File: config.mk
export PLATFORM = sky130hd
export DESIGN_NAME = moesi_snoop_transition_unit_flat
export DESIGN_NICKNAME = d
export VERILOG_FILES = /design/src/rtl/mst_pkg.sv /design/src/rtl/mst_if.sv /design/src/rtl/moesi_snoop_transition_unit.sv /design/src/rtl/mst_xfer.sv /design/src/flat_wrapper.sv
export SDC_FILE = /design/constraint.sdc
export NUM_CORES = 1
export LEC_CHECK = 0
export BUFFER_PORTS_ARGS = -buffer_cell sky130_fd_sc_hd__buf_2
export CORE_MARGIN = 2
export CORE_UTILIZATION = 40
export CTS_CLUSTER_SIZE = 20
export DETAILED_ROUTE_END_ITERATION = 7
export GPL_ROUTABILITY_DRIVEN = 0
export PLACE_DENSITY = 0.61
export SYNTH_ARGS = -nofsm -noshare
export SYNTH_HDL_FRONTEND = slang
export SYNTH_SLANG_ARGS = --single-unit
File: constraint.sdc
create_clock -name i_clk -period 8.54 [get_ports i_clk]
set_clock_uncertainty 0.15 [all_clocks]
set_input_delay 0.427 -clock i_clk [delete_from_list [all_inputs] [get_ports i_clk]]
set_output_delay 0.427 -clock i_clk [all_outputs]
set_load 0.01 [all_outputs]
File: src/rtl/mst_pkg.sv
// ----------------------------------------------------------------------------
// mst_pkg
// shared codes, constants and request/result types of the moesi
// snoop transition unit
// ----------------------------------------------------------------------------
package mst_pkg;

    // caches on the bus, ports always carry four line states
    localparam int NUM_CACHES = 4;
    localparam int MAX_CACHES = 4;

    localparam int ST_W    = 3;
    localparam int OP_W    = 3;
    localparam int REQR_W  = 2;
    localparam int ADDR_W  = 32;
    localparam int BSIZE_W = 13;
    localparam int CYC_W   = 12;
    localparam int INV_W   = 2;
    localparam int TRAF_W  = 15;

    // line states
    localparam logic [ST_W-1:0] ST_I = 3'd0;
    localparam logic [ST_W-1:0] ST_S = 3'd1;
    localparam logic [ST_W-1:0] ST_E = 3'd2;
    localparam logic [ST_W-1:0] ST_O = 3'd3;
    localparam logic [ST_W-1:0] ST_M = 3'd4;

    // request operations
    localparam logic [OP_W-1:0] OP_NONE    = 3'd0;
    localparam logic [OP_W-1:0] OP_RD_HIT  = 3'd1;
    localparam logic [OP_W-1:0] OP_WR_HIT  = 3'd2;
    localparam logic [OP_W-1:0] OP_RD_MISS = 3'd3;
    localparam logic [OP_W-1:0] OP_WR_MISS = 3'd4;
    localparam logic [OP_W-1:0] OP_EVICT   = 3'd5;

    localparam logic [CYC_W-1:0]   MISS_CYCLES     = 12'd100;
    localparam logic [BSIZE_W-1:0] BLOCK_BYTES_RST = 13'd32;

    typedef struct packed {
        logic [OP_W-1:0]   req_type;
        logic [REQR_W-1:0] requester;
        logic [ADDR_W-1:0] block_address;
        logic [ST_W-1:0]   state_cache0;
        logic [ST_W-1:0]   state_cache1;
        logic [ST_W-1:0]   state_cache2;
        logic [ST_W-1:0]   state_cache3;
    } t_req;

    typedef struct packed {
        logic [ADDR_W-1:0] out_address;
        logic [ST_W-1:0]   new_state0;
        logic [ST_W-1:0]   new_state1;
        logic [ST_W-1:0]   new_state2;
        logic [ST_W-1:0]   new_state3;
        logic [CYC_W-1:0]  blocked_cycles;
        logic [INV_W-1:0]  invalidations;
        logic [TRAF_W-1:0] traffic_bytes;
        logic              writeback;
    } t_rsp;

endpackage

File: src/rtl/mst_if.sv
// ----------------------------------------------------------------------------
// mst request and result channels
// valid/ready channels carrying one snoop request or one transition result
// ----------------------------------------------------------------------------
interface mst_req_if;
    logic                          valid;
    logic                          ready;
    logic [mst_pkg::OP_W-1:0]      req_type;
    logic [mst_pkg::REQR_W-1:0]    requester;
    logic [mst_pkg::ADDR_W-1:0]    block_address;
    logic [mst_pkg::ST_W-1:0]      state_cache0;
    logic [mst_pkg::ST_W-1:0]      state_cache1;
    logic [mst_pkg::ST_W-1:0]      state_cache2;
    logic [mst_pkg::ST_W-1:0]      state_cache3;

    modport source (
        output valid, req_type, requester, block_address,
               state_cache0, state_cache1, state_cache2, state_cache3,
        input  ready
    );
    modport sink (
        input  valid, req_type, requester, block_address,
               state_cache0, state_cache1, state_cache2, state_cache3,
        output ready
    );
endinterface

interface mst_rsp_if;
    logic                          valid;
    logic                          ready;
    logic [mst_pkg::ADDR_W-1:0]    out_address;
    logic [mst_pkg::ST_W-1:0]      new_state0;
    logic [mst_pkg::ST_W-1:0]      new_state1;
    logic [mst_pkg::ST_W-1:0]      new_state2;
    logic [mst_pkg::ST_W-1:0]      new_state3;
    logic [mst_pkg::CYC_W-1:0]     blocked_cycles;
    logic [mst_pkg::INV_W-1:0]     invalidations;
    logic [mst_pkg::TRAF_W-1:0]    traffic_bytes;
    logic                          writeback;

    modport source (
        output valid, out_address, new_state0, new_state1, new_state2, new_state3,
               blocked_cycles, invalidations, traffic_bytes, writeback,
        input  ready
    );
    modport sink (
        input  valid, out_address, new_state0, new_state1, new_state2, new_state3,
               blocked_cycles, invalidations, traffic_bytes, writeback,
        output ready
    );
endinterface

File: src/rtl/moesi_snoop_transition_unit.sv
// ----------------------------------------------------------------------------
// moesi_snoop_transition_unit
// moesi coherence transition unit for a four-cache snooping bus
// ----------------------------------------------------------------------------
// usage:
//   i_req carries one snoop request (operation, requester, block address and
//   the present line state in each cache); o_rsp returns one result per
//   request with the new line states, blocked bus cycles, invalidation count,
//   dirty traffic bytes and the eviction write-back flag.
//   i_cfg_we/i_cfg_wdata set the block size in bytes; write it only while no
//   request is in flight.
// timing:
//   a request is taken into an input register, the transition logic feeds the
//   result register, and o_rsp is driven from the result register. one
//   request per cycle is sustained while o_rsp.ready stays high.
// reset:
//   i_rst_n (synchronous, active low) empties both registers and sets the
//   block size to 32 bytes.
// back-pressure:
//   while o_rsp.ready is low the result holds; the input register still takes
//   one more request, after that i_req.ready drops until the result moves.
// ----------------------------------------------------------------------------
module moesi_snoop_transition_unit (
    input  logic                         i_clk,
    input  logic                         i_rst_n,
    input  logic                         i_cfg_we,
    input  logic [mst_pkg::BSIZE_W-1:0]  i_cfg_wdata,
    mst_req_if.sink                      i_req,
    mst_rsp_if.source                    o_rsp
);

    logic                          r_s1_vld, n_s1_vld;
    logic                          r_s2_vld, n_s2_vld;
    mst_pkg::t_req                 r_s1;
    mst_pkg::t_rsp                 r_s2;
    mst_pkg::t_rsp                 xfer_rsp;
    logic [mst_pkg::BSIZE_W-1:0]   r_block_bytes;
    logic                          s1_rdy;
    logic                          s2_rdy;
    mst_pkg::t_req                 in_req;

    assign s2_rdy  = !r_s2_vld || o_rsp.ready;
    assign s1_rdy  = !r_s1_vld || s2_rdy;
    assign i_req.ready = s1_rdy;

    assign n_s1_vld = s1_rdy ? i_req.valid : r_s1_vld;
    assign n_s2_vld = s2_rdy ? r_s1_vld : r_s2_vld;

    always_comb begin
        in_req.req_type      = i_req.req_type;
        in_req.requester     = i_req.requester;
        in_req.block_address = i_req.block_address;
        in_req.state_cache0  = i_req.state_cache0;
        in_req.state_cache1  = i_req.state_cache1;
        in_req.state_cache2  = i_req.state_cache2;
        in_req.state_cache3  = i_req.state_cache3;
    end

    mst_xfer u_xfer (
        .i_req         (r_s1),
        .i_block_bytes (r_block_bytes),
        .o_rsp         (xfer_rsp)
    );

    always_ff @(posedge i_clk) begin
        if (!i_rst_n) begin
            r_s1_vld      <= 1'b0;
            r_s2_vld      <= 1'b0;
            r_block_bytes <= mst_pkg::BLOCK_BYTES_RST;
        end else begin
            r_s1_vld <= n_s1_vld;
            r_s2_vld <= n_s2_vld;
            if (i_cfg_we) begin
                r_block_bytes <= i_cfg_wdata;
            end
        end
    end

    always_ff @(posedge i_clk) begin
        if (i_req.valid && s1_rdy) begin
            r_s1 <= in_req;
        end
        if (r_s1_vld && s2_rdy) begin
            r_s2 <= xfer_rsp;
        end
    end

    assign o_rsp.valid          = r_s2_vld;
    assign o_rsp.out_address    = r_s2.out_address;
    assign o_rsp.new_state0     = r_s2.new_state0;
    assign o_rsp.new_state1     = r_s2.new_state1;
    assign o_rsp.new_state2     = r_s2.new_state2;
    assign o_rsp.new_state3     = r_s2.new_state3;
    assign o_rsp.blocked_cycles = r_s2.blocked_cycles;
    assign o_rsp.invalidations  = r_s2.invalidations;
    assign o_rsp.traffic_bytes  = r_s2.traffic_bytes;
    assign o_rsp.writeback      = r_s2.writeback;

`ifndef SYNTHESIS
    // a request in the input register always reaches the result register
    a_s1_to_s2: assert property (@(posedge i_clk) disable iff (!i_rst_n)
        (r_s1_vld && s2_rdy) |=> r_s2_vld)
        else $error("request lost between input and result register");

    // an eviction never blocks the bus nor invalidates
    a_evict_clean: assert property (@(posedge i_clk) disable iff (!i_rst_n)
        (r_s2_vld && r_s2.writeback) |->
        (r_s2.blocked_cycles == '0 && r_s2.invalidations == '0 && r_s2.traffic_bytes == '0))
        else $error("eviction result carries bus cost");

    // after an invalidating write only the requester holds the line, as modified
    a_inval_single: assert property (@(posedge i_clk) disable iff (!i_rst_n)
        (r_s2_vld && r_s2.invalidations != '0) |->
        ((r_s2.new_state0 != mst_pkg::ST_I) + (r_s2.new_state1 != mst_pkg::ST_I) +
         (r_s2.new_state2 != mst_pkg::ST_I) + (r_s2.new_state3 != mst_pkg::ST_I)) == 1)
        else $error("write left more than one holder");

    // the input side is never full while the result side is free
    a_no_false_stall: assert property (@(posedge i_clk) disable iff (!i_rst_n)
        (!r_s2_vld) |-> i_req.ready)
        else $error("input stalled with an empty result register");
`endif

endmodule

File: src/rtl/mst_xfer.sv
// ----------------------------------------------------------------------------
// mst_xfer
// combinational moesi transition of one registered request into a result
// ----------------------------------------------------------------------------
module mst_xfer (
    input  mst_pkg::t_req                   i_req,
    input  logic [mst_pkg::BSIZE_W-1:0]     i_block_bytes,
    output mst_pkg::t_rsp                   o_rsp
);

    logic [mst_pkg::ST_W-1:0] raw [mst_pkg::MAX_CACHES];
    logic [mst_pkg::ST_W-1:0] st  [mst_pkg::MAX_CACHES];
    logic [mst_pkg::ST_W-1:0] nx  [mst_pkg::MAX_CACHES];
    logic [mst_pkg::OP_W-1:0] op;
    logic [2:0]               dirty_cnt;
    logic [2:0]               other_cnt;
    logic [1:0]               last_idx;
    logic [mst_pkg::INV_W-1:0] inval;
    logic                     is_miss;
    logic [15:0]              traffic_full;

    assign raw[0] = i_req.state_cache0;
    assign raw[1] = i_req.state_cache1;
    assign raw[2] = i_req.state_cache2;
    assign raw[3] = i_req.state_cache3;

    always_comb begin
        // undefined codes and absent caches read as invalid
        for (int i = 0; i < mst_pkg::MAX_CACHES; i++) begin
            st[i] = (i < mst_pkg::NUM_CACHES && raw[i] <= mst_pkg::ST_M) ?
                    raw[i] : mst_pkg::ST_I;
        end

        op = i_req.req_type;
        if (op > mst_pkg::OP_EVICT || int'(i_req.requester) >= mst_pkg::NUM_CACHES) begin
            op = mst_pkg::OP_NONE;
        end

        dirty_cnt = 3'd0;
        other_cnt = 3'd0;
        last_idx  = 2'd0;
        for (int i = 0; i < mst_pkg::MAX_CACHES; i++) begin
            if (st[i] == mst_pkg::ST_O || st[i] == mst_pkg::ST_M) begin
                dirty_cnt = dirty_cnt + 3'd1;
            end
            if (2'(i) != i_req.requester && st[i] != mst_pkg::ST_I) begin
                other_cnt = other_cnt + 3'd1;
                last_idx  = 2'(i);
            end
        end

        is_miss = (op == mst_pkg::OP_RD_MISS) || (op == mst_pkg::OP_WR_MISS);
        inval   = '0;
        for (int i = 0; i < mst_pkg::MAX_CACHES; i++) begin
            nx[i] = st[i];
        end

        case (op)
            mst_pkg::OP_RD_MISS: begin
                for (int i = 0; i < mst_pkg::MAX_CACHES; i++) begin
                    if (st[i] == mst_pkg::ST_M) begin
                        nx[i] = mst_pkg::ST_O;
                    end else if (st[i] == mst_pkg::ST_E) begin
                        nx[i] = mst_pkg::ST_S;
                    end
                end
                nx[i_req.requester] = (other_cnt != 3'd0) ? mst_pkg::ST_S : mst_pkg::ST_E;
            end
            mst_pkg::OP_WR_HIT, mst_pkg::OP_WR_MISS: begin
                for (int i = 0; i < mst_pkg::MAX_CACHES; i++) begin
                    nx[i] = mst_pkg::ST_I;
                end
                nx[i_req.requester] = mst_pkg::ST_M;
                inval = other_cnt[mst_pkg::INV_W-1:0];
            end
            mst_pkg::OP_EVICT: begin
                nx[i_req.requester] = mst_pkg::ST_I;
                // a sole remaining holder takes ownership
                if (other_cnt == 3'd1) begin
                    nx[last_idx] = (st[last_idx] == mst_pkg::ST_O) ?
                                   mst_pkg::ST_M : mst_pkg::ST_E;
                end
            end
            default: begin
            end
        endcase
    end

    assign traffic_full = 16'(i_block_bytes) * 16'(dirty_cnt);

    always_comb begin
        o_rsp.out_address   = i_req.block_address;
        o_rsp.new_state0    = nx[0];
        o_rsp.new_state1    = nx[1];
        o_rsp.new_state2    = nx[2];
        o_rsp.new_state3    = nx[3];
        o_rsp.invalidations = inval;
        o_rsp.writeback     = (op == mst_pkg::OP_EVICT);
        o_rsp.traffic_bytes = is_miss ? traffic_full[mst_pkg::TRAF_W-1:0] : '0;
        if (is_miss) begin
            o_rsp.blocked_cycles = (dirty_cnt != 3'd0) ?
                                   i_block_bytes[mst_pkg::BSIZE_W-1:1] :
                                   mst_pkg::MISS_CYCLES;
        end else if (op == mst_pkg::OP_RD_HIT || op == mst_pkg::OP_WR_HIT) begin
            o_rsp.blocked_cycles = 12'd1;
        end else begin
            o_rsp.blocked_cycles = '0;
        end
    end

endmodule

File: src/flat_wrapper.sv
// flat-port wrapper written by rule: the top's interface ports become plain ports
module moesi_snoop_transition_unit_flat 
  (i_clk, i_rst_n, i_cfg_we, i_cfg_wdata, i_req_valid, i_req_req_type, i_req_requester, i_req_block_address, i_req_state_cache0, i_req_state_cache1, i_req_state_cache2, i_req_state_cache3, i_req_ready, o_rsp_valid, o_rsp_out_address, o_rsp_new_state0, o_rsp_new_state1, o_rsp_new_state2, o_rsp_new_state3, o_rsp_blocked_cycles, o_rsp_invalidations, o_rsp_traffic_bytes, o_rsp_writeback, o_rsp_ready);
  mst_req_if i_req_i ();
  mst_rsp_if o_rsp_i ();
  input  logic i_clk;
  input  logic i_rst_n;
  input  logic i_cfg_we;
  input  logic [mst_pkg::BSIZE_W-1:0] i_cfg_wdata;
  input wire logic [$bits(i_req_i.valid)-1:0] i_req_valid;
  input wire logic [$bits(i_req_i.req_type)-1:0] i_req_req_type;
  input wire logic [$bits(i_req_i.requester)-1:0] i_req_requester;
  input wire logic [$bits(i_req_i.block_address)-1:0] i_req_block_address;
  input wire logic [$bits(i_req_i.state_cache0)-1:0] i_req_state_cache0;
  input wire logic [$bits(i_req_i.state_cache1)-1:0] i_req_state_cache1;
  input wire logic [$bits(i_req_i.state_cache2)-1:0] i_req_state_cache2;
  input wire logic [$bits(i_req_i.state_cache3)-1:0] i_req_state_cache3;
  output wire logic [$bits(i_req_i.ready)-1:0] i_req_ready;
  output wire logic [$bits(o_rsp_i.valid)-1:0] o_rsp_valid;
  output wire logic [$bits(o_rsp_i.out_address)-1:0] o_rsp_out_address;
  output wire logic [$bits(o_rsp_i.new_state0)-1:0] o_rsp_new_state0;
  output wire logic [$bits(o_rsp_i.new_state1)-1:0] o_rsp_new_state1;
  output wire logic [$bits(o_rsp_i.new_state2)-1:0] o_rsp_new_state2;
  output wire logic [$bits(o_rsp_i.new_state3)-1:0] o_rsp_new_state3;
  output wire logic [$bits(o_rsp_i.blocked_cycles)-1:0] o_rsp_blocked_cycles;
  output wire logic [$bits(o_rsp_i.invalidations)-1:0] o_rsp_invalidations;
  output wire logic [$bits(o_rsp_i.traffic_bytes)-1:0] o_rsp_traffic_bytes;
  output wire logic [$bits(o_rsp_i.writeback)-1:0] o_rsp_writeback;
  input wire logic [$bits(o_rsp_i.ready)-1:0] o_rsp_ready;
  assign i_req_i.valid = i_req_valid;
  assign i_req_i.req_type = i_req_req_type;
  assign i_req_i.requester = i_req_requester;
  assign i_req_i.block_address = i_req_block_address;
  assign i_req_i.state_cache0 = i_req_state_cache0;
  assign i_req_i.state_cache1 = i_req_state_cache1;
  assign i_req_i.state_cache2 = i_req_state_cache2;
  assign i_req_i.state_cache3 = i_req_state_cache3;
  assign i_req_ready = i_req_i.ready;
  assign o_rsp_valid = o_rsp_i.valid;
  assign o_rsp_out_address = o_rsp_i.out_address;
  assign o_rsp_new_state0 = o_rsp_i.new_state0;
  assign o_rsp_new_state1 = o_rsp_i.new_state1;
  assign o_rsp_new_state2 = o_rsp_i.new_state2;
  assign o_rsp_new_state3 = o_rsp_i.new_state3;
  assign o_rsp_blocked_cycles = o_rsp_i.blocked_cycles;
  assign o_rsp_invalidations = o_rsp_i.invalidations;
  assign o_rsp_traffic_bytes = o_rsp_i.traffic_bytes;
  assign o_rsp_writeback = o_rsp_i.writeback;
  assign o_rsp_i.ready = o_rsp_ready;
  moesi_snoop_transition_unit u_core (.i_clk(i_clk), .i_rst_n(i_rst_n), .i_cfg_we(i_cfg_we), .i_cfg_wdata(i_cfg_wdata), .i_req(i_req_i), .o_rsp(o_rsp_i));
endmodule
# After elaboration in Yosys (flattened, before gate mapping)
# Cells that the tools add are included.
# totals
mem_count,0
mem_bits_rw,0
romBits,0
reg_bits,138
latchBits,0
in_bits,67
# op_classes
multipliers,1
n_mux,44
n_div,0
shift,0
magnitude_cmp,9
reduce_logical,26
n_addsub,6
n_eq_ne,22
bitwise,4
# ops
operator,count
2-to-1 mux 3 bit,28
2-to-1 mux 12 bit,3
case mux 12 bit (3 select lines),1
"equality test 3 x 2 -> 1 bit, second input constant",11
bitwise mux 12 bit,2
"equality test 3 bit, second input constant",6
nonzero test 3 bit,6
multiplier 13 x 3 -> 15 bit,1
"adder 3 x 1 -> 3 bit, second input constant",4
AND 12 bit,1
demux 3 bit (select 2 bit),2
"<= comparator 3 bit, second input constant",4
NOT 12 bit,1
logical AND 1 bit,8
logical OR 1 bit,8
binary-select mux 3 bit (select 2 bit),1
"equality test 3 x 1 -> 1 bit, second input constant",2
"greater-or-equal comparator 3 bit, second input constant",2
"< comparator 3 x 1 -> 1 bit, second input constant",2
2-to-1 mux 2 bit,3
NOT 2 -> 3 bit,2
"adder 1 x 1 -> 2 bit, second input constant",2
2-to-1 mux 1 bit,4
"inequality test 2 bit, first input constant",2
5 further kinds,6

# Longest topological paths before layout
# depth
ltp_word,16
mapped_depth,23

# Cells and area by module
# A second synthesis with hierarchy kept.
# unflattened
cells_unflattened,574
area_unflattened_um2,6979.2
# modules_own_cells
module,area_per_inst_um2,cells_per_inst,n_inst,seq_area_each_um2
moesi_snoop_transition_unit,4281.6,174,1,3993.8
mst_xfer,2697.6,400,1,0.0

# Least setup slack after synthesis
# Ideal clock, no wire load.
# synth_path
path_type,register to register
from,reg u_core.r_s1[10] (netlist bit)
to,"reg u_core.r_s2, in the netlist u_core.o_rsp.traffic_bytes[14], data pin"
path_buffers,1
period_less_slack_ns,4.730
stages_incl_launch_ff,23
setup_time_ns,0.132
required_time_ns,8.258
t_arrival_ns,4.448
slack_ns,3.810
path_cell_list,edfxtp_1 nor3_1 a21oi_1 ha_1 nand2_1 mux2i_1 a221o_1 inv_1 ha_1 nand2_1 xor2_1 buf_2 and2_1 fa_1 ha_1 inv_1 fa_1 nor2b_1 o31a_1 o2111ai_1 a21o_1 a211o_1 nand2_1
# synth_via
elab_chain_len,12
word_cells_on_any_way,13
classes_between,3 x add/sub; 1 x mul; 1 x order compare; 2 x eq/ne; 5 x mux; 1 x reduce/logical
# synth_rtl
item,line_no,text
start: declaration,moesi_snoop_transition_unit.sv:34,mst_pkg::t_req r_s1;
start signal: assignment,moesi_snoop_transition_unit.sv:81,r_s1 <= in_req;
<= comparator 3 bit,mst_xfer.sv:30,st[i] = (i < mst_pkg::NUM_CACHES && raw[i] <= mst_pkg::ST_M) ?
2-to-1 mux 3 bit *,mst_xfer.sv:30,
equality test 3 x 2 -> 1 bit or equality test 3 bit (tied branches),mst_xfer.sv:43,if (st[i] == mst_pkg::ST_O || st[i] == mst_pkg::ST_M) begin
logical OR 1 bit *,mst_xfer.sv:43,
2-to-1 mux 1 bit *,mst_xfer.sv:43,
adder 1 x 1 -> 2 bit,mst_xfer.sv:44,dirty_cnt = dirty_cnt + 3'd1;
2-to-1 mux 3 bit *,mst_xfer.sv:43,
adder 3 x 1 -> 3 bit,mst_xfer.sv:44,
2-to-1 mux 3 bit *,mst_xfer.sv:43,
adder 3 x 1 -> 3 bit,mst_xfer.sv:44,
2-to-1 mux 3 bit *,mst_xfer.sv:43,
multiplier 13 x 3 -> 15 bit *,mst_xfer.sv:89,assign traffic_full = 16'(i_block_bytes) * 16'(dirty_cnt);
end signal: assignment,moesi_snoop_transition_unit.sv:84,r_s2 <= xfer_rsp;
end: declaration,moesi_snoop_transition_unit.sv:35,mst_pkg::t_rsp r_s2;
# Every way passes the cells marked *; elsewhere a longest branch is shown, timed or not.
# A chain may end at the register's enable or synchronous reset.

# Worst setup path after layout
# layout_path
from,reg u_core.r_s1[6] (netlist bit)
to,"reg u_core.r_s2, in the netlist u_core.o_rsp.traffic_bytes[11], data pin"
# layout_via
elab_chain_len,10
word_cells_on_any_way,11
classes_between,2 x add/sub; 1 x mul; 1 x order compare; 2 x eq/ne; 4 x mux; 1 x reduce/logical
# layout_rtl
item,line_no
<= comparator 3 bit,mst_xfer.sv:30
2-to-1 mux 3 bit *,mst_xfer.sv:30
equality test 3 x 2 -> 1 bit or equality test 3 bit (tied branches),mst_xfer.sv:43
logical OR 1 bit *,mst_xfer.sv:43
2-to-1 mux 3 bit *,mst_xfer.sv:43
adder 3 x 1 -> 3 bit,mst_xfer.sv:44
2-to-1 mux 3 bit *,mst_xfer.sv:43
adder 3 x 1 -> 3 bit,mst_xfer.sv:44
2-to-1 mux 3 bit *,mst_xfer.sv:43
multiplier 13 x 3 -> 15 bit *,mst_xfer.sv:89
# Marks and branches as above.

==> results.toml <==
[run_status]
status = "finished, final reports clean"

[sta]
slew_violations = 0
worstMarginPinSlew_ns = 1.11
setup_viol_count_final = 0
relSlewSlack_pct = 25.6
fin_crit_ns = 5.54
period_share_pct = 64.9
finalWorstSetupSlack_ns = 3.00
finalHoldViolCount = 0
fmax_mhz = 180
timing.setup.tns_ns = 0
rsz0062_at_grt = "no"

[logic_synthesis]
synth.most_common_cell = "edfxtp_1"
yosys.area_share.simple_pct = 14.8
muxShareOfSynthArea_pct = 2.36
ys_top_cells_by_area = "edfxtp_1 54%, dfxtp_1 4.4%, ha_1 3.9%"
synth_cells = 554
ys_warn_count = 0
ys_dominant_reg_cell = "edfxtp_1"
ys_types = 71
synth_top_family_by_area = "simple AND/OR/NAND/NOR gates"
synth_fp_nets = 654
netlist_area_sq_um = 6790
synth-compound-area-share_pct = 10.9
synth_xor_xnor_area_share_pct = 2.19
ys_ff_latch = 138
seq_area_frac_synth_pct = 58.9
async_flop_share_pct = 0
yosysTopAreaCell = "edfxtp_1"
synth_common_cells = "123 x edfxtp_1, 50 x nand2_1, 35 x inv_1, 29 x nor2_1, 27 x a21oi_1"
avgSynthCellArea_sq_um = 12.2
synth_edf_count = 123
yosysTopAreaCellShare_pct = 54.4
synth_fa_ha_area_share_pct = 7.41

[floorplanning]
coreArea_sq_um = 16600
boundaryPins = 143
die_w_um = 134
die-area_sq_um = 18000
rows = 47
fp.dieH_um = 134
start_util_pct = 40.9

[clock_network]
cts_setup_buffers = 0
clock_latency_ns = 0.42
clock_path_buffers = 2
clk_pin_slew_ns = 0.06
cts_tree = "built"
ctsHoldBuffers = 0
cts_sinks = 138
numCtsBuffers = 17
cts-root-buf = "clkbuf_16"
post_cts_resized = 0
htree_levels = 4

[setup_path]
r2r-start = "u_core.r_s1[6]"
setup.worst_path.class = "reg2reg"
reg2regPathDepth = 20
cp_max_fo = 12
crit_arrival_ns = 5.56
worst_r2r_endpoint = "u_core.o_rsp.traffic_bytes[11]"
r2r_slack_ns = 3.00
worstSetupStartpointType = "flip-flop"
cpMaxStageDelayCell = "xor2_1"
cp_cell_sequence = "nor2b_1 -> a22oi_1 -> inv_1 -> ha_1 -> a211oi_1 -> a221o_1 -> inv_1 -> ha_1 -> nand2_1 -> xor2_1 -> nand2_1 -> fa_1 -> inv_1 -> ha_1 -> a21o_1 -> a21oi_1 -> o21ai_0 -> a41o_1 -> o21ai_0 -> o31ai_1"
worstPathRequired_ns = 8.55
critPathMaxStageDelay_ns = 0.67
end_kind = "flip-flop"

[drt]
drc = 0
final_antenna_net_count = 0
via_count = 4761
viasPerCell = 5.12
detailedRoute.firstIterationViolations = 298
wl_per_cell_um = 16.1
routed_wl_um = 15000
drt_pass1_iterations = 5

[hold_path]
hp-class = "in2reg"
whs_path_depth = 1
worstHoldEndpoint = "u_core.r_s1[8]"
hp-start = "i_req_state_cache1[2]"

[layout]
syn2layout_area_growth_pct = 22.3
antennaDiodeCount = 0
fillers = 1484
nNetsFinal = 798
final_layout_size_suffix_gt1_share_pct = 26.8

[pwr]
internal-power_mw = 1.33
p_clk_share_pct = 42.2
peakVddDrop_mv = 0.148
switchingPower_uw = 444
combinationalPowerShare_pct = 12.6
total_leakage_power_nw = 3.38
netSwitchingFraction_pct = 25.1
pwr_density_cell_nw_per_um2 = 213
power_frac_seq_pct = 45.2

[grt]
grt.overflow.total = 0
grt_max_degree = 75
grt_pass1_vias = 4729
antenna_found_initial = 1
grtUsageTotal_pct = 17.3
grt_pass1_wl_um = 24100

[flow_run]
drv_cap = 0

[placed_design]
hpwl_um = 10800
portBuffers = 142
detailedPlace.worstSlack_ns = 3.03
how the worst max path moves through the flow:
stage,from,end,slack [ns],cells past startpoint
6_report,u_core.r_s1[6],u_core.o_rsp.traffic_bytes[11],3.00,20
5_1_grt,u_core.r_s1[6],u_core.o_rsp.traffic_bytes[11],2.44,20
4_1_cts,u_core.r_s1[6],u_core.o_rsp.traffic_bytes[11],2.98,20
3_5_place_dp,u_core.r_s1[6],u_core.o_rsp.traffic_bytes[11],3.03,20
3_3_place_gp,u_core.r_s1[6],u_core.o_rsp.traffic_bytes[11],3.24,20
2_1_floorplan,u_core.r_s1[10],u_core.o_rsp.traffic_bytes[14],3.81,22
metal layers:
metal / routed length, um / track usage (%) / part of all wire (%) / vias up
li1: - / - / - / 2309
met1: 6340 / 21.9 / 42 / 2248
met2: 7080 / 27.3 / 47 / 182
met3: 1320 / 6.39 / 8.8 / 20
met4: 221 / 6.14 / 1.5 / 2
met5: 20 / 0 / 0.13 / -
kinds of logic after synthesis:
group           count (synthesis)
simple gates                  188
fa+ha+maj                      33
mux                            16
flops                         138
buf+inv                        55
xor+xnor                       17
compound gates                107
layout make-up:
class | count | area (sq um) | share of cell area (%)
clock buffers | 18 | 429 | 5.17
clock inverters | 13 | 170 | 2.05
inverters | 35 | 131 | 1.58
multi-input cells | 361 | 2560 | 30.9
flip-flops and latches | 138 | 3990 | 48.1
well taps | 220 | 275 | 3.32
repair buffers | 145 | 733 | 8.84
sequential cells by signal, indices dropped and copies added (netlist names), 12 cells and up:
| register | count |
|---|---|
| u_core.o_rsp.traffic_bytes | 15 |
| u_core.o_rsp.blocked_cycles | 12 |
| u_core.r_s1 | 49 |
| u_core.r_block_bytes | 13 |
| u_core.o_rsp.out_address | 32 |
power by group through the flow:
stage	clock network [mW]	registers [mW]	logic [mW]
floorplan	0	0.818	0.145
global placement	0	0.813	0.217
detailed placement	0	0.815	0.221
CTS	0.762	0.801	0.224
global route	0.788	0.805	0.249
finish	0.746	0.801	0.223
cells in the final DEF, fill, tap and decap left out, drive strengths merged, types with 18 or more instances in the layout:
| cell | netlist | routed |
|---|---|---|
| buf | 8 | 145 |
| edfxtp | 123 | 123 |
| nand2 | 50 | 50 |
| inv | 35 | 38 |
| nor2 | 29 | 29 |
| a21oi | 27 | 27 |
| and2 | 25 | 25 |
| nor2b | 22 | 22 |
| ha | 21 | 21 |
| o21ai | 20 | 20 |
| nor3 | 18 | 18 |
| clkbuf | 12 | 18 |
worst max-delay path: cells and delay by family, from the launching register on:
family	cells	cell delay, ns
compound gates	9	1.91
xor+xnor	1	0.67
fa+ha+maj	4	1.39
buf+inv	3	0.24
flops	1	0.45
simple gates	3	0.46
per-stage QoR:
step           instances  utilization, %  power (mW)  area, sq um  hold slack [ns]
2_1_floorplan        554               -       0.963         6790            0.250
3_3_place_gp         899            46.4        1.03         7700            0.251
3_5_place_dp         899            46.4        1.04         7700            0.255
4_1_cts              930            50.0        1.79         8300          0.00542
5_1_grt              930            50.0        1.84         8300           0.0119
6_report             930            50.0        1.77         8300           0.0276
No activity file was read; power rests on OpenSTA's default activity.
